<file path="src/design/lap3_pkg.sv">
package lap3_pkg;

   localparam int MAX_LINE_WIDTH   = 1024;
   localparam int MAX_FRAME_HEIGHT = 1024;

   localparam int COL_W    = $clog2(MAX_LINE_WIDTH);
   localparam int CFG_W    = 11;
   localparam int ROW_W    = 11;
   localparam int WEIGHT_W = 4;
   localparam int CMP_W    = (COL_W + 1 > CFG_W) ? COL_W + 1 : CFG_W;
   localparam int CH_W     = 8;
   localparam int PIX_W    = 3 * CH_W;

   localparam int CSR_INDEX_W = 2;
   localparam logic [CSR_INDEX_W-1:0] CSR_LINE_WIDTH    = 2'd0;
   localparam logic [CSR_INDEX_W-1:0] CSR_FRAME_HEIGHT  = 2'd1;
   localparam logic [CSR_INDEX_W-1:0] CSR_CENTRE_WEIGHT = 2'd2;

   localparam logic [CFG_W-1:0]    LINE_WIDTH_RESET    = 11'd640;
   localparam logic [CFG_W-1:0]    FRAME_HEIGHT_RESET  = 11'd500;
   localparam logic [WEIGHT_W-1:0] CENTRE_WEIGHT_RESET = 4'd8;

   localparam logic OP_PIXEL = 1'b0;
   localparam logic OP_DRAIN = 1'b1;

   localparam int QUEUE_DEPTH = 4;
   localparam int QUEUE_PTR_W = $clog2(QUEUE_DEPTH);
   localparam int QUEUE_CNT_W = $clog2(QUEUE_DEPTH + 1);

   typedef struct packed {
      logic [CMP_W-1:0]    width;
      logic [ROW_W-1:0]    height;
      logic [WEIGHT_W-1:0] weight;
   } cfg_type;

   typedef struct packed {
      logic [COL_W-1:0] column;
      logic             drain;
      logic             first_column;
      logic             emit;
      logic             frame_end;
      logic [PIX_W-1:0] pixel;
   } cmd_type;

   typedef struct packed {
      logic [CH_W-1:0] red;
      logic [CH_W-1:0] green;
      logic [CH_W-1:0] blue;
      logic            frame_last;
   } rsp_type;

endpackage

</file>
<file path="src/design/lap3_cmd_queue.sv">
module lap3_cmd_queue
   import lap3_pkg::*;
(
   input  logic    clock,
   input  logic    reset,
   input  logic    push,
   input  cmd_type push_data,
   output logic    full,
   input  logic    pop,
   output cmd_type pop_data,
   output logic    empty
);

   cmd_type                entries_ff [QUEUE_DEPTH];
   logic [QUEUE_PTR_W-1:0] wr_ptr_ff, wr_ptr_in;
   logic [QUEUE_PTR_W-1:0] rd_ptr_ff, rd_ptr_in;
   logic [QUEUE_CNT_W-1:0] count_ff, count_in;
   logic                   do_push;
   logic                   do_pop;

   always_comb begin
      full      = count_ff == QUEUE_CNT_W'(QUEUE_DEPTH);
      empty     = count_ff == '0;
      do_push   = push && !full;
      do_pop    = pop && !empty;
      wr_ptr_in = wr_ptr_ff;
      rd_ptr_in = rd_ptr_ff;
      if (do_push) begin
         wr_ptr_in = (wr_ptr_ff == QUEUE_PTR_W'(QUEUE_DEPTH - 1)) ? '0 :
                     wr_ptr_ff + QUEUE_PTR_W'(1);
      end
      if (do_pop) begin
         rd_ptr_in = (rd_ptr_ff == QUEUE_PTR_W'(QUEUE_DEPTH - 1)) ? '0 :
                     rd_ptr_ff + QUEUE_PTR_W'(1);
      end
      count_in = count_ff + QUEUE_CNT_W'(do_push) - QUEUE_CNT_W'(do_pop);
      pop_data = entries_ff[rd_ptr_ff];
   end

   always_ff @(posedge clock) begin
      if (do_push) begin
         entries_ff[wr_ptr_ff] <= push_data;
      end
   end

   always_ff @(posedge clock) begin
      if (reset) begin
         wr_ptr_ff <= '0;
         rd_ptr_ff <= '0;
         count_ff  <= '0;
      end else begin
         wr_ptr_ff <= wr_ptr_in;
         rd_ptr_ff <= rd_ptr_in;
         count_ff  <= count_in;
      end
   end

`ifndef SYNTHESIS
   a_no_pop_when_empty: assert property (@(posedge clock) disable iff (reset)
      pop |-> !empty)
      else $error("command taken from an empty queue");
`endif

endmodule

</file>
<file path="config.mk">
export PLATFORM = sky130hd
export DESIGN_NAME = lap3_cmd_queue
export DESIGN_NICKNAME = d
export VERILOG_FILES = /design/src/design/lap3_pkg.sv /design/src/design/lap3_cmd_queue.sv
export SDC_FILE = /design/constraint.sdc
export NUM_CORES = 1
export LEC_CHECK = 0
export BUFFER_PORTS_ARGS = -buffer_cell sky130_fd_sc_hd__buf_2
export CAP_MARGIN = 20
export CELL_PAD_IN_SITES_DETAIL_PLACEMENT = 1
export CELL_PAD_IN_SITES_GLOBAL_PLACEMENT = 1
export CORE_MARGIN = 2
export CORE_UTILIZATION = 45
export CTS_BUF_LIST = sky130_fd_sc_hd__clkbuf_16
export DETAILED_ROUTE_END_ITERATION = 10
export PLACE_DENSITY_LB_ADDON = 0.1
export SYNTH_ARGS = -nofsm -noshare
export SYNTH_HDL_FRONTEND = slang
export SYNTH_SLANG_ARGS = --single-unit
</file>
<file path="constraint.sdc">
create_clock -name clock -period 2.1 [get_ports clock]
set_input_delay 0.42 -clock clock [delete_from_list [all_inputs] [get_ports clock]]
set_output_delay 0.42 -clock clock [all_outputs]
set_load 0.01 [all_outputs]
</file>
==> results.cfg <==
[routing]
met2_length_um = 5560
highest_layer = met4
firstDrtPassIters = 4
wl_met3_um = 411
vias = 2812
dr.first_iter.drc_count = 150
wl_met1_um = 4840
via_per_inst = 5.17
wirelength_um = 11000
post-route-drc-count = 0
drtAntennaViolNets = 0
route.detailed.wl_per_inst_um = 20.2

[floorplanning]
core_sq_um = 13100
die_area_sq_um = 14200
initial_utilization_pct = 45.5
die_h_um = 119
rows = 42
ios = 82
die_w_um = 119

[synthesis]
ys_seq_area_share_pct = 79.6
ys_ff_latch = 161
syn_nets = 298
ys_types = 25
syn_inst = 248
synth_top_area_cell = edfxtp_1
synth_area_sq_um = 5960
yosys_warnings = 0
syn_avg_cell_area_sq_um = 24.0
yosysTopAreaCellShare_pct = 76.6
async_flop_share_pct = 0
synth_area_leaders = edfxtp_1, mux4_2, dfxtp_1
synth_ff_type = edfxtp_1
synth_edf_count = 152

[sta]
fmax_ghz = 0.467
maxSlewViolCount = 0
setup_violations = 16
period_needed_ns = 2.14
hold_violations = 0
setup_ws_ns = -0.0397
worstMarginPinSlew_ns = 0.336
rsz0062_at_grt = yes
finalSetupTns_ns = -0.381
hold_ws_ns = 0.209
finalCritPeriodShare_pct = 102
relSlewSlack_pct = 77.6
fin_worst_skew_ns = 0.00821

[cts]
cts_sinks = 161
clockBufferDepth = 2
cts.clk_slew.worst_paths_ns = 0.06
clock_latency_ns = 0.42
htreeDepth = 4
cts_tree = done
clock-root-buffer = clkbuf_16
cts_buffers = 17

[worst_setup_path]
cp.required_ns = 1.68
critPathMaxStageDelay_ns = 0.51
critPathKind = flip-flop to output port
crit_arrival_ns = 1.72
critPathTopFamily = multiplexers
end_kind = output port
startpoint_type = flip-flop
path_buf_inv = 3
crit_fanout = 6
crit_chain = buf_12, buf_16, mux4_2, buf_6
slowest_stage = mux4_2

[placement]
placed_cell_area_sq_um = 6710
dp_hpwl_um = 6370
post-place-ws_ns = -0.0474
portBuffers = 81
place_inst = 508
place_congestion = 0.694

[global_route]
grt_pass1_wl_um = 17100
gr-usage-all-layers_pct = 17.0
grt_antenna_before_repair = 0
grt_max_degree = 39
grt_pass1_vias = 3092
grt-ovfl-total = 0

[job]
max_cap_violations = 0

[pwr]
ir_drop_mv = 0.734
p_leak_nw = 2.64
power_density_nw_per_um2 = 1260

[layout]
finalNetCount = 405
final_cell_count_no_fill = 544
layout_common_cells = edfxtp_1, buf_2, mux4_2
diodes = 0
areaGrowthSynthToFinish_pct = 27.7
final_common_cell = edfxtp_1
layout-drive-gt1-share_pct = 48.1
fillCellCount = 1124
finalInstanceArea_sq_um = 7610

[outcome]
failed_checks = negative setup slack
outcome = finished with violations

[min_path]
hold_class = input pin to flip-flop
-- where the power goes --
group	leakage [nW]	switching (mW)	total [mW]	internal (mW)
Combinational	0.862	0.989	2.21	1.22
Sequential	1.47	0.107	4.00	3.89
Clock	0.313	1.16	3.36	2.20
-- registers in the layout, summed over array words and instances, names as in the netlist, named ones only --
name        flops
count_ff        3
entries_ff    152
rd_ptr_ff       2
wr_ptr_ff       2
-- cell families after synthesis --
| logic type | count (synthesis) | synth area share, % |
|---|---|---|
| mux | 39 | 14.5 |
| fa+ha+maj | 8 | 1.81 |
| flops | 161 | 79.6 |
| compound gates | 5 | 0.630 |
| simple gates | 16 | 1.64 |
| buf+inv | 17 | 1.47 |
| xor+xnor | 2 | 0.294 |
-- stage by stage --
step	util [%]	total power, mW
2_1_floorplan	-	5.18
3_3_place_gp	51.3	5.88
3_5_place_dp	51.3	5.92
4_1_cts	57.5	9.57
5_1_grt	58.1	9.95
6_report	58.1	9.57
-- metal layers --
| metal | vias to the layer above | GRT usage, % |
|---|---|---|
| met5 | - | 0 |
| met4 | 0 | 6.92 |
| met3 | 16 | 5.32 |
| met2 | 64 | 26.9 |
| met1 | 1483 | 21.9 |
| li1 | 1249 | - |
-- final timing paths --
check                                  start  cells past startpoint  slack [ns]                to
worst max-delay path               flip-flop                      4       -0.04       pop_data[3]
worst min-delay path            push_data[0]                      1        0.21  entries_ff[3][0]
worst min register to register  rd_ptr_ff[0]                      2        0.49         flip-flop
worst max register to register   count_ff[1]                     10        0.02       count_ff[2]
-- timing repair --
action                     4_1_cts  5_1_grt
buffers inserted                 1        1
hold buffers                     0        0
pin swaps                        3        0
gates cloned                     2        0
gates resized for setup         20       14
setup endpoints to repair       38       40
-- worst register-to-register path, stage by stage (launching register included) --
cell and delay (ns):
dfxtp_4 0.36, or3b_4 0.40, and2_4 0.15, inv_2 0.04, ha_1 0.11, inv_1 0.04
ha_2 0.16, fa_2 0.35, xnor2_2 0.14, xnor2_1 0.15, nor2_1 0.06
-- Yosys cell counts, types with 2 or more instances --
cell and instances:
nor3_1 2, and3_2 4, inv_1 8, dfxtp_1 9
xnor2_1 2, mux4_2 38, nor2b_1 2, buf_2 4
nor2_1 2, buf_4 3, edfxtp_1 152, a21oi_1 2
ha_1 7, nand3_1 2
-- area by class of cell --
type | count | area, sq um | share of cell area, %
clock buffer | 17 | 425 | 5.59
clock inverter | 15 | 220 | 2.89
inverter | 8 | 30.0 | 0.395
multi-input combinational | 70 | 1150 | 15.1
sequential | 161 | 4750 | 62.5
tap | 176 | 220 | 2.89
timing repair buffer | 97 | 810 | 10.6
Power figures use the tool's default switching activity.
