--- src/design/lap3_pkg.sv ---
package lap3_pkg;

   localparam int MAX_LINE_WIDTH   = 1024;
   localparam int MAX_FRAME_HEIGHT = 1024;

   localparam int COL_W    = $clog2(MAX_LINE_WIDTH);
   localparam int CFG_W    = 11;
   localparam int ROW_W    = 11;
   localparam int WEIGHT_W = 4;
   localparam int CMP_W    = (COL_W + 1 > CFG_W) ? COL_W + 1 : CFG_W;
   localparam int CH_W     = 8;
   localparam int PIX_W    = 3 * CH_W;

   localparam int CSR_INDEX_W = 2;
   localparam logic [CSR_INDEX_W-1:0] CSR_LINE_WIDTH    = 2'd0;
   localparam logic [CSR_INDEX_W-1:0] CSR_FRAME_HEIGHT  = 2'd1;
   localparam logic [CSR_INDEX_W-1:0] CSR_CENTRE_WEIGHT = 2'd2;

   localparam logic [CFG_W-1:0]    LINE_WIDTH_RESET    = 11'd640;
   localparam logic [CFG_W-1:0]    FRAME_HEIGHT_RESET  = 11'd500;
   localparam logic [WEIGHT_W-1:0] CENTRE_WEIGHT_RESET = 4'd8;

   localparam logic OP_PIXEL = 1'b0;
   localparam logic OP_DRAIN = 1'b1;

   localparam int QUEUE_DEPTH = 4;
   localparam int QUEUE_PTR_W = $clog2(QUEUE_DEPTH);
   localparam int QUEUE_CNT_W = $clog2(QUEUE_DEPTH + 1);

   typedef struct packed {
      logic [CMP_W-1:0]    width;
      logic [ROW_W-1:0]    height;
      logic [WEIGHT_W-1:0] weight;
   } cfg_type;

   typedef struct packed {
      logic [COL_W-1:0] column;
      logic             drain;
      logic             first_column;
      logic             emit;
      logic             frame_end;
      logic [PIX_W-1:0] pixel;
   } cmd_type;

   typedef struct packed {
      logic [CH_W-1:0] red;
      logic [CH_W-1:0] green;
      logic [CH_W-1:0] blue;
      logic            frame_last;
   } rsp_type;

endpackage

--- src/design/lap3_rsp_queue.sv ---
module lap3_rsp_queue
   import lap3_pkg::*;
(
   input  logic                   clock,
   input  logic                   reset,
   input  logic                   push,
   input  rsp_type                push_data,
   output logic [QUEUE_CNT_W-1:0] level,
   input  logic                   pop,
   output rsp_type                pop_data,
   output logic                   empty
);

   rsp_type                entries_ff [QUEUE_DEPTH];
   logic [QUEUE_PTR_W-1:0] wr_ptr_ff, wr_ptr_in;
   logic [QUEUE_PTR_W-1:0] rd_ptr_ff, rd_ptr_in;
   logic [QUEUE_CNT_W-1:0] count_ff, count_in;
   logic                   full;
   logic                   do_push;
   logic                   do_pop;

   always_comb begin
      full      = count_ff == QUEUE_CNT_W'(QUEUE_DEPTH);
      empty     = count_ff == '0;
      level     = count_ff;
      do_push   = push && !full;
      do_pop    = pop && !empty;
      wr_ptr_in = wr_ptr_ff;
      rd_ptr_in = rd_ptr_ff;
      if (do_push) begin
         wr_ptr_in = (wr_ptr_ff == QUEUE_PTR_W'(QUEUE_DEPTH - 1)) ? '0 :
                     wr_ptr_ff + QUEUE_PTR_W'(1);
      end
      if (do_pop) begin
         rd_ptr_in = (rd_ptr_ff == QUEUE_PTR_W'(QUEUE_DEPTH - 1)) ? '0 :
                     rd_ptr_ff + QUEUE_PTR_W'(1);
      end
      count_in = count_ff + QUEUE_CNT_W'(do_push) - QUEUE_CNT_W'(do_pop);
      pop_data = entries_ff[rd_ptr_ff];
   end

   always_ff @(posedge clock) begin
      if (do_push) begin
         entries_ff[wr_ptr_ff] <= push_data;
      end
   end

   always_ff @(posedge clock) begin
      if (reset) begin
         wr_ptr_ff <= '0;
         rd_ptr_ff <= '0;
         count_ff  <= '0;
      end else begin
         wr_ptr_ff <= wr_ptr_in;
         rd_ptr_ff <= rd_ptr_in;
         count_ff  <= count_in;
      end
   end

`ifndef SYNTHESIS
   a_no_push_when_full: assert property (@(posedge clock) disable iff (reset)
      push |-> !full)
      else $error("result written into a full queue");

   a_level_step: assert property (@(posedge clock) disable iff (reset)
      (do_push && !do_pop) |=> count_ff == $past(count_ff) + QUEUE_CNT_W'(1))
      else $error("result queue level out of step");
`endif

endmodule

--- config.mk ---
export PLATFORM = sky130hd
export DESIGN_NAME = lap3_rsp_queue
export DESIGN_NICKNAME = d
export VERILOG_FILES = /design/src/design/lap3_pkg.sv /design/src/design/lap3_rsp_queue.sv
export SDC_FILE = /design/constraint.sdc
export NUM_CORES = 1
export LEC_CHECK = 0
export BUFFER_PORTS_ARGS = -buffer_cell sky130_fd_sc_hd__buf_4
export CORE_ASPECT_RATIO = 1.75
export CORE_UTILIZATION = 45
export CTS_CLUSTER_SIZE = 16
export DETAILED_ROUTE_END_ITERATION = 8
export GPL_TIMING_DRIVEN = 1
export HOLD_SLACK_MARGIN = 0.15
export PLACE_DENSITY_LB_ADDON = 0.12
export SLEW_MARGIN = 20
export SYNTH_ARGS = -nofsm -noshare
export SYNTH_HDL_FRONTEND = slang
export SYNTH_SLANG_ARGS = --single-unit
--- constraint.sdc ---
create_clock -name clock -period 2.4 [get_ports clock]
set_input_delay 0.24 -clock clock [delete_from_list [all_inputs] [get_ports clock]]
set_output_delay 0.24 -clock clock [all_outputs]
set_load 0.1 [all_outputs]
==> impl_metrics.toml <==
[worst_setup_path]
crit_type = "flop to flop"
cpPeakStageDelay_ns = 0.43
rr_worst_depth = 10
reg2reg_slack_ns = 0.14
crit_path_top_delay_cell = "or3b_4"
crit_chain = "or3b_4 > and2_4 > inv_1 > ha_1 > inv_1 > ha_1 > fa_1 > xnor2_1 > xnor2_1 > nor2_1"
cp-start-kind = "flop"
cp_num_buf_inv = 2
critical_path_depth = 10
crit_path_max_fanout = 6
reg2reg_to = "level[2]"
rr_startpoint = "level[1]"
endpoint_kind = "flop"
required_ns = 2.64
cp.arrival_ns = 2.50
critPathTopFamily = "adder cells"

[grt]
grt_pass1_vias = 2259
grt_max_degree = 26
antenna_found_initial = 0
grt_overflow = 0
grt_use_total_pct = 16.3
grt_first_pass_wirelength_um = 10900

[layout]
antenna_cells = 0
num-nets-final = 312
final_cell_mix = "100 x edfxtp_1, 64 x buf_4, 26 x dlygate4sd3_1, 25 x mux4_2, 9 x clkbuf_16"
area_delta_synth_final_pct = 29.3
final_cells = 397
drive_gt1_share_pct = 42.1
final_core_util_pct = 60.6
design_area_sq_um = 5290
final_common_cell = "edfxtp_1"

[pwr]
p_leak_nw = 1.87
p_clk_share_pct = 23.3
seq_power_share_pct = 36.7
p_sw_share_pct = 39.9
pwr-share-comb_pct = 39.9
switchingPower_w = 0.00261
ir_drop_v = 0.000956
p_per_area_nw_per_um2 = 1230
p_int_w = 0.00392

[routing]
drt-total-wl_um = 6750
dr.pass1.iters = 4
drc = 0
routedWlPerCell_um = 17.0
antenna_left = 0
drt_iter0_markers = 142
vias_per_cell = 5.11
num_vias = 2027

[job]
drv_cap = 0

[floorplanning]
fp.dieH_um = 128
initial_utilization_pct = 46.9
core-area_sq_um = 8730
ios = 58
die_w_um = 74.1
die-area_sq_um = 9490
rows = 45

[synthesis]
ys_seq_area_share_pct = 77.8
avgSynthCellArea_sq_um = 22.7
synthAdderAreaFrac_pct = 2.63
synth_top_area_share_pct = 73.4
ys_ff_latch = 109
ys_warn_count = 0
synth_compound_area_share_pct = 0.612
synth.area.top_cells = "edfxtp_1 73%, mux4_2 14%, dfxtp_1 4.4%"
ys_types = 24
synth_mux_area_share_pct = 14.3
synth_xor_area_share_pct = 0.428
synthSimpleGateAreaFrac_pct = 2.63
synth.largest_area_cell = "edfxtp_1"
synth_top_family_by_area = "multiplexers"
syn_area_sq_um = 4090
synth_nets = 217
syn_inst = 180

[cts]
cts.sinks = 109
cts_hold_buf = 26
numCtsBuffers = 9
cts_tree = "yes"
cts_setup_buffers = 0
cts_max_level = 3
clk_path_buf_depth = 2
post_cts_resized = 0
clkLatencyLatePin_ns = 0.34
clk_pin_slew_worst_paths_ns = 0.07
root_buffer = "clkbuf_16"

[place]
port_buffers = 57
routabilityCongestion = 0.669
dp_cells = 355
hpwlAfterDp_um = 4230
pre_cts_slack_ns = 0.163
place_area_sq_um = 4710

[sta]
grt_setup_unrepaired = "no"
period_minus_slack_ns = 2.26
tns_ns = 0
max_clock_freq_ghz = 0.442
finClkSkew_ns = 0.00401
setup_slack_ns = 0.137
drv_slew = 0
hold_viol_final = 0
report.final.setup_viol = 0
maxSlewHeadroom_pct = 73.5
tightest_slew_ns = 0.397
finalCritPeriodShare_pct = 94.3

[hold_path]
hold_path.class = "input pin to flop"
hp-start = "push"
min_to = "wr_ptr_ff[0]"
hold_path_depth = 3

[status]
status = "completed"
synth_stat cells, drive strengths merged:
| master | instances |
|---|---|
| dfxtp | 9 |
| or3b | 1 |
| mux4 | 25 |
| a21oi | 1 |
| fa | 1 |
| nor3 | 2 |
| clkbuf | 2 |
| nor2b | 2 |
| xnor2 | 2 |
| and3 | 4 |
| o31ai | 2 |
| nand3 | 1 |
| nand2b | 2 |
| mux2i | 2 |
| ha | 7 |
| edfxtp | 100 |
| nor2 | 2 |
| and2 | 1 |
| or3 | 1 |
| inv | 7 |
| buf | 5 |
| nand2 | 1 |
flip-flops by register name, summed over array words and instances, names as in the netlist, named ones only:
signal	count
wr_ptr_ff	2
entries_ff	100
rd_ptr_ff	2
level	3
metal layers:
layer,share of wire (%),GRT usage [%],up-vias
met5,0,0,-
met2,54,28.1,51
met4,3.2,10.4,0
met1,40,18.5,1042
met3,3.2,2.20,13
li1,-,-,921
worst register-to-register path: stages, from the launching register on:
cell and delay [ns]:
dfxtp_4 0.37, or3b_4 0.43, and2_4 0.19, inv_1 0.05, ha_1 0.12, inv_1 0.04, ha_1 0.18, fa_1 0.38
xnor2_1 0.20, xnor2_1 0.15, nor2_1 0.05
worst max path at each step:
stage	end	start	slack [ns]
after floorplan	level[2]	level[2]	0.04
after global placement	level[2]	level[1]	0.20
after detailed placement	level[2]	level[1]	0.16
after CTS	level[2]	level[1]	0.14
after global routing	level[2]	level[1]	0.04
final	level[2]	level[1]	0.14
area by class of cell:
type	count	area (sq um)
clock buffers	9	225
clock inverters	7	90.1
fillers	665	3440
inverters	7	26.3
multi-input cells	57	846
flip-flops and latches	109	3200
well taps	117	146
repair buffers	91	761
per-stage QoR:
stage               power, W  hold slack, ns
global placement     0.00503           0.442
finish               0.00653           0.175
detailed placement   0.00505           0.444
CTS                  0.00660           0.163
floorplan            0.00450           0.339
global route         0.00677           0.176
kinds of logic after synthesis:
| family | Yosys count |
|---|---|
| DFF | 109 |
| buffers and inverters | 14 |
| and+or+nand+nor | 17 |
| muxes | 27 |
| AOI/OAI and AO/OA | 3 |
| xor gates and xnor gates | 2 |
| adders and majority gates | 8 |
power groups by stage:
stage	Sequential, W	Combinational (W)	Clock [W]
2_1_floorplan	0.00253	0.00197	0
3_3_place_gp	0.00243	0.00260	0
3_5_place_dp	0.00244	0.00261	0
4_1_cts	0.00240	0.00264	0.00156
5_1_grt	0.00242	0.00272	0.00163
6_report	0.00240	0.00261	0.00152
No activity file was read; power rests on OpenSTA's default activity.
