$ cat src/design/lap3_pkg.sv
package lap3_pkg;

   localparam int MAX_LINE_WIDTH   = 1024;
   localparam int MAX_FRAME_HEIGHT = 1024;

   localparam int COL_W    = $clog2(MAX_LINE_WIDTH);
   localparam int CFG_W    = 11;
   localparam int ROW_W    = 11;
   localparam int WEIGHT_W = 4;
   localparam int CMP_W    = (COL_W + 1 > CFG_W) ? COL_W + 1 : CFG_W;
   localparam int CH_W     = 8;
   localparam int PIX_W    = 3 * CH_W;

   localparam int CSR_INDEX_W = 2;
   localparam logic [CSR_INDEX_W-1:0] CSR_LINE_WIDTH    = 2'd0;
   localparam logic [CSR_INDEX_W-1:0] CSR_FRAME_HEIGHT  = 2'd1;
   localparam logic [CSR_INDEX_W-1:0] CSR_CENTRE_WEIGHT = 2'd2;

   localparam logic [CFG_W-1:0]    LINE_WIDTH_RESET    = 11'd640;
   localparam logic [CFG_W-1:0]    FRAME_HEIGHT_RESET  = 11'd500;
   localparam logic [WEIGHT_W-1:0] CENTRE_WEIGHT_RESET = 4'd8;

   localparam logic OP_PIXEL = 1'b0;
   localparam logic OP_DRAIN = 1'b1;

   localparam int QUEUE_DEPTH = 4;
   localparam int QUEUE_PTR_W = $clog2(QUEUE_DEPTH);
   localparam int QUEUE_CNT_W = $clog2(QUEUE_DEPTH + 1);

   typedef struct packed {
      logic [CMP_W-1:0]    width;
      logic [ROW_W-1:0]    height;
      logic [WEIGHT_W-1:0] weight;
   } cfg_type;

   typedef struct packed {
      logic [COL_W-1:0] column;
      logic             drain;
      logic             first_column;
      logic             emit;
      logic             frame_end;
      logic [PIX_W-1:0] pixel;
   } cmd_type;

   typedef struct packed {
      logic [CH_W-1:0] red;
      logic [CH_W-1:0] green;
      logic [CH_W-1:0] blue;
      logic            frame_last;
   } rsp_type;

endpackage

$ cat src/design/lap3_front.sv
module lap3_front
   import lap3_pkg::*;
(
   input  logic            clock,
   input  logic            reset,
   input  cfg_type         cfg,
   input  logic            req_push,
   output logic            req_full,
   input  logic            req_operation,
   input  logic [CH_W-1:0] req_red_in,
   input  logic [CH_W-1:0] req_green_in,
   input  logic [CH_W-1:0] req_blue_in,
   input  logic            queue_full,
   output logic            cmd_push,
   output cmd_type         cmd
);

   logic [COL_W-1:0] column_ff, column_in;
   logic [ROW_W-1:0] row_ff, row_in;
   logic [CFG_W-1:0] pending_ff, pending_in;
   logic             accept;
   logic             is_drain;
   logic             take;
   logic             wrap;
   logic [CMP_W-1:0] column_next;
   logic [ROW_W-1:0] row_inc;

   always_comb begin
      req_full    = queue_full;
      accept      = req_push && !queue_full;
      is_drain    = req_operation == OP_DRAIN;
      take        = accept && (is_drain ? (pending_ff != '0) : (pending_ff == '0));
      column_next = CMP_W'(column_ff) + CMP_W'(1);
      wrap        = column_next >= cfg.width;
      row_inc     = row_ff + ROW_W'(1);

      cmd.column       = column_ff;
      cmd.drain        = is_drain;
      cmd.first_column = column_ff == '0;
      cmd.emit         = (column_ff == '0) ? (row_ff >= ROW_W'(2)) : (row_ff != '0);
      cmd.frame_end    = 1'b0;
      cmd.pixel        = {req_red_in, req_green_in, req_blue_in};

      column_in  = column_ff;
      row_in     = row_ff;
      pending_in = pending_ff;

      if (take) begin
         if (wrap) begin
            column_in = '0;
            row_in    = row_inc;
         end else begin
            column_in = column_next[COL_W-1:0];
         end
         if (!is_drain) begin
            if (wrap && (row_inc >= cfg.height)) begin
               pending_in = CFG_W'(cfg.width + CMP_W'(1));
            end
         end else begin
            pending_in = pending_ff - CFG_W'(1);
            if (pending_ff == CFG_W'(1)) begin
               column_in     = '0;
               row_in        = '0;
               cmd.frame_end = 1'b1;
            end
         end
      end
      cmd_push = take;
   end

   always_ff @(posedge clock) begin
      if (reset) begin
         column_ff  <= '0;
         row_ff     <= '0;
         pending_ff <= '0;
      end else begin
         column_ff  <= column_in;
         row_ff     <= row_in;
         pending_ff <= pending_in;
      end
   end

`ifndef SYNTHESIS
   a_flush_returns_home: assert property (@(posedge clock) disable iff (reset)
      (take && is_drain && pending_ff == CFG_W'(1)) |=>
      (column_ff == '0 && row_ff == '0 && pending_ff == '0))
      else $error("positions not cleared at the end of a flush");
`endif

endmodule

$ cat config.mk
export PLATFORM = sky130hd
export DESIGN_NAME = lap3_front
export DESIGN_NICKNAME = d
export VERILOG_FILES = /design/src/design/lap3_pkg.sv /design/src/design/lap3_front.sv
export SDC_FILE = /design/constraint.sdc
export NUM_CORES = 1
export LEC_CHECK = 0
export BUFFER_PORTS_ARGS = -buffer_cell sky130_fd_sc_hd__buf_2
export CAP_MARGIN = 20
export CORE_ASPECT_RATIO = 1.1
export CORE_UTILIZATION = 45
export DETAILED_ROUTE_END_ITERATION = 10
export GPL_TIMING_DRIVEN = 0
export PLACE_DENSITY = 0.72
export RECOVER_POWER = 50
export SYNTH_ARGS = -nofsm -noshare
export SYNTH_HDL_FRONTEND = slang
export SYNTH_SLANG_ARGS = --single-unit
$ cat constraint.sdc
create_clock -name clock -period 7.7 [get_ports clock]
set_input_delay 0.77 -clock clock [delete_from_list [all_inputs] [get_ports clock]]
set_output_delay 0.77 -clock clock [all_outputs]
set_load 0.02 [all_outputs]
==> PnR_summary.wiki <==
{| class="wikitable"
! Metric !! Value
|-
| Final setup slack of the worst path || ~4000 ps
|-
| Total standard cell area after synthesis || 2860 µm²
|-
| Worst hold slack || about 480 ps
|-
| Post-synthesis share of cell area spent on and, or, nand and nor gates || 19.0%
|-
| Number of buffers between clock root and the deepest sink || 2
|-
| Source of the worst hold timing path || pending_ff[10]
|-
| Class of the most critical hold timing path || reg -> reg
|-
| Worst slew margin relative to its limit || 62.6%
|-
| Measured slew at the worst slew-check pin || between 500 and 600 ps
|-
| Int Power || 0.286 mW
|-
| Hold-fix buffers, CTS || 0
|-
| Number of buffers inserted by post-CTS setup repair || 0
|-
| Combinational group share of total power || 29.9%
|-
| Element type at the critical path end || flop
|-
| Area added between synthesis and finish || 16.2%
|-
| Syn Nets || ~440
|-
| Clock Pin Slew Worst Setup and Hold Paths || roughly 70 ps
|-
| Top cell types by occurrence after synthesis || sky130_fd_sc_hd__dfxtp_1, sky130_fd_sc_hd__nor2_1, sky130_fd_sc_hd__inv_1
|-
| Async set or reset register ratio after synthesis || 0%
|-
| Post-synthesis cell type with the largest combined area || sky130_fd_sc_hd__dfxtp_1
|-
| Vias || around 2700
|-
| Number of global-route vias before repair || 2493
|-
| Vias per cell || 5.31
|-
| Type of the setup path with the least slack || reg -> reg
|-
| Wire length of the first global-routing pass || 10900 µm
|-
| Total wirelength of the detailed-routed design || 6710 µm
|-
| Setup Slack @ Placement || 4040 ps
|-
| Share of final-layout standard cells stronger than drive strength 1 || 19.6%
|-
| Met2 wirelength from detailed routing || between 3000 and 4000 µm
|-
| RSZ-0062 raised after global routing || false
|-
| Top post-synthesis cells by area || sky130_fd_sc_hd__dfxtp_1, sky130_fd_sc_hd__ha_1, sky130_fd_sc_hd__xnor2_1
|-
| Data required time of the critical path || 7860 ps
|-
| Adder-cell share of the synthesized area || approximately an eighth
|-
| Power per unit of standard cell area || 129 nW/µm²
|-
| Fraction of the mapped netlist area in compound gates || 19.9%
|-
| Peak ir drop on the vdd network || between 0.00006 and 0.00007 V
|-
| Final critical-path required period || between 3000 and 4000 ps
|-
| Die area || about 6700 µm²
|-
| Clock Sink Count || 32
|-
| Standard-cell rows || 30
|-
| Number of nets in the finished design || 514
|-
| Highest clock rate || 271 MHz
|-
| Placed wire-length estimate || 5370 µm
|-
| Top Ports || 95
|-
| Number of maximum-capacitance violations || 0
|-
| Synthesized netlist cell count || 356
|-
| Cell total after placement || 502
|-
| Launch instance of the worst register-to-register path || column_ff[0]
|-
| Worst setup SP type || flop
|-
| Final setup TNS || 0 ps
|-
| Final number of setup-violating endpoints || 0
|-
| Data arrival time of the worst path || 3850 ps
|-
| Effective utilization at floorplan || 46.4%
|-
| Yosys synthesis warning count || 0
|-
| Wire length per cell || 13.2 µm
|-
| Htree depth || 2
|-
| Number of enable-type register cells in the synthesized netlist || 0
|-
| Detail Route Antenna Nets || 0
|-
| Most used flip-flop cell after synthesis || sky130_fd_sc_hd__dfxtp_1
|-
| Total grt overflow || 0
|-
| Horiz. Die Dim || 78.0 µm
|-
| Part of the power in the clock network || about 29%
|-
| Overall fraction of global-route tracks in use || 20.5%
|-
| Area taken by multi-input logic gates || 1850 µm²
|-
| Setup Skew || 7.94 ps
|-
| Critical Path Source || column_ff[0]
|-
| # port buffers || 66
|-
| Average size of a mapped cell || 8.02 µm²
|-
| Proportion of power drawn by flip-flops and latches || between 40% and 50%
|-
| Cell Count, Final, Fillers Out || 509
|-
| Number of gates given a new drive strength after cts || 0
|-
| Worst-Skew Late Latency || 290 ps
|-
| M1 WL || between 2000 and 3000 µm
|-
| Sequential element share of the synthesized area || between 20% and 30%
|-
| Standard cell core area || 6160 µm²
|-
| Pin count of the biggest net entering global routing || 11
|-
| Post-route clock period utilization || 48.0%
|-
| Total met3 wirelength after detailed routing || around 340 µm
|-
| Number of filler instances in the final layout || 618
|-
| Combinational family with the most area after synthesis || compound AO/OA/AOI/OAI gates
|-
| Final Slew Violations || 0
|-
| Final non-filler cell area || ~3300 µm²
|-
| DRC errors left || 0
|-
| Endpoints failing hold || 0
|-
| Clock tree from TritonCTS || yes
|-
| Multiplexer fraction of the synthesized cell area || 2.32%
|-
| Inserted Diodes || 0
|-
| CTS Buf Count || 5
|-
| Die height || 85.5 µm
|-
| Outcome || finished, final reports clean
|-
| Static leakage || 1.47 nW
|-
| FF+latch count, synth || 32
|-
| Parity-gate share of the synthesized area counting xor and xnor cells || between 10% and 20%
|-
| Top cell type's share of synthesized area || 22.4%
|-
| Area taken by flip-flops and latches || 641 µm²
|-
| DRT iter0 DRCs || 82
|-
| Placed inst area || roughly 3300 µm²
|-
| Sw power || ~0.14 mW
|-
| Antenna violations before repair || 0
|-
| Clock tree root driver cell || sky130_fd_sc_hd__clkbuf_8
|-
| Highest net fanout along the worst path || 9
|-
| Synth unique cells || 55
|-
| Final GP Congestion || 0.870
|-
| Number of detailed-route iterations in the first pass || 4
|-
| Max layer used || met4
|-
| Switching part of the total power || 33.2%
|}
-- flip-flops by register name, summed over array words and instances, names as in the netlist --
register    flops
column_ff      10
row_ff         11
pending_ff     11
-- cells in the final DEF (no fill, tap or decap), types with 2 or more instances in the layout --
cell type / count
sky130_fd_sc_hd__clkbuf_1: 44
sky130_fd_sc_hd__nor2_1: 32
sky130_fd_sc_hd__buf_2: 32
sky130_fd_sc_hd__dfxtp_1: 32
sky130_fd_sc_hd__inv_1: 31
sky130_fd_sc_hd__ha_1: 30
sky130_fd_sc_hd__xnor2_1: 28
sky130_fd_sc_hd__buf_4: 26
sky130_fd_sc_hd__nand2_1: 18
sky130_fd_sc_hd__nand3_1: 17
sky130_fd_sc_hd__o21ai_0: 16
sky130_fd_sc_hd__a21oi_1: 12
sky130_fd_sc_hd__a211oi_1: 9
sky130_fd_sc_hd__o22ai_1: 9
sky130_fd_sc_hd__nor3_1: 8
sky130_fd_sc_hd__xor2_1: 6
sky130_fd_sc_hd__nand4_1: 6
sky130_fd_sc_hd__a22o_1: 6
sky130_fd_sc_hd__or2_2: 5
sky130_fd_sc_hd__clkbuf_8: 5
sky130_fd_sc_hd__a21o_1: 4
sky130_fd_sc_hd__and3_1: 3
sky130_fd_sc_hd__nor4_1: 3
sky130_fd_sc_hd__mux2_2: 3
sky130_fd_sc_hd__o41ai_1: 3
sky130_fd_sc_hd__nand2b_1: 2
sky130_fd_sc_hd__or4_4: 2
sky130_fd_sc_hd__or3_1: 2
sky130_fd_sc_hd__nand3b_1: 2
sky130_fd_sc_hd__a2111oi_0: 2
sky130_fd_sc_hd__nor2b_1: 2
sky130_fd_sc_hd__a2bb2oi_1: 2
sky130_fd_sc_hd__a31oi_1: 2
sky130_fd_sc_hd__o31ai_1: 2
-- cell families after synthesis --
logic type | count (synthesis)
xor gates and xnor gates | 34
muxes | 5
buffers and inverters | 68
DFF | 32
and+or+nand+nor | 106
adders and majority gates | 30
AOI/OAI and AO/OA | 81
-- area by class of cell --
cell class,count,area share [%]
multi-input cells,256,55.8
clock buffers,6,2.19
well taps,80,3.02
repair buffers,66,8.60
clock inverters,1,0.151
plain buffers,36,7.32
inverters,32,3.62
flip-flops and latches,32,19.3
-- worst max-delay path, cell delays in order, from the launching register on --
cell                       delay (ps)
sky130_fd_sc_hd__dfxtp_1          440
sky130_fd_sc_hd__ha_1             280
sky130_fd_sc_hd__and3_1           210
sky130_fd_sc_hd__nand3_1          190
sky130_fd_sc_hd__nor2_1           180
sky130_fd_sc_hd__xor2_1           240
sky130_fd_sc_hd__ha_1             290
sky130_fd_sc_hd__a21o_1           180
sky130_fd_sc_hd__a21o_1           170
sky130_fd_sc_hd__a211oi_1         510
sky130_fd_sc_hd__a22oi_1          290
sky130_fd_sc_hd__o211ai_2         430
sky130_fd_sc_hd__o22ai_1          150
-- power groups by stage --
stage	clock network, mW	logic [mW]	registers (mW)
2_1_floorplan	0	0.0920	0.179
3_3_place_gp	0	0.126	0.179
3_5_place_dp	0	0.128	0.179
4_1_cts	0.126	0.129	0.175
5_1_grt	0.133	0.139	0.176
6_report	0.125	0.128	0.175
-- metal layers --
metal	global-route usage [%]	vias up
met5	0	-
met4	9.09	0
met3	3.83	12
met2	38.0	91
met1	22.8	1215
li1	-	1386
-- path summary, 6_finish.rpt --
kind / slack (ps) / cells past startpoint / endpoint
worst max-delay path: 4000 / 12 / pending_ff[2]
worst min-delay path: 480 / 2 / pending_ff[10]
worst max register to register: 4000 / 12 / pending_ff[2]
worst min register to register: 480 / 2 / pending_ff[10]
-- metrics by stage --
step / util (%) / power (mW)
2_1_floorplan: - / 0.271
4_1_cts: 54.6 / 0.431
6_report: 53.9 / 0.428
3_5_place_dp: 53.4 / 0.307
5_1_grt: 53.9 / 0.448
3_3_place_gp: 53.4 / 0.305
Note: power is estimated with default switching activity, not from simulation.
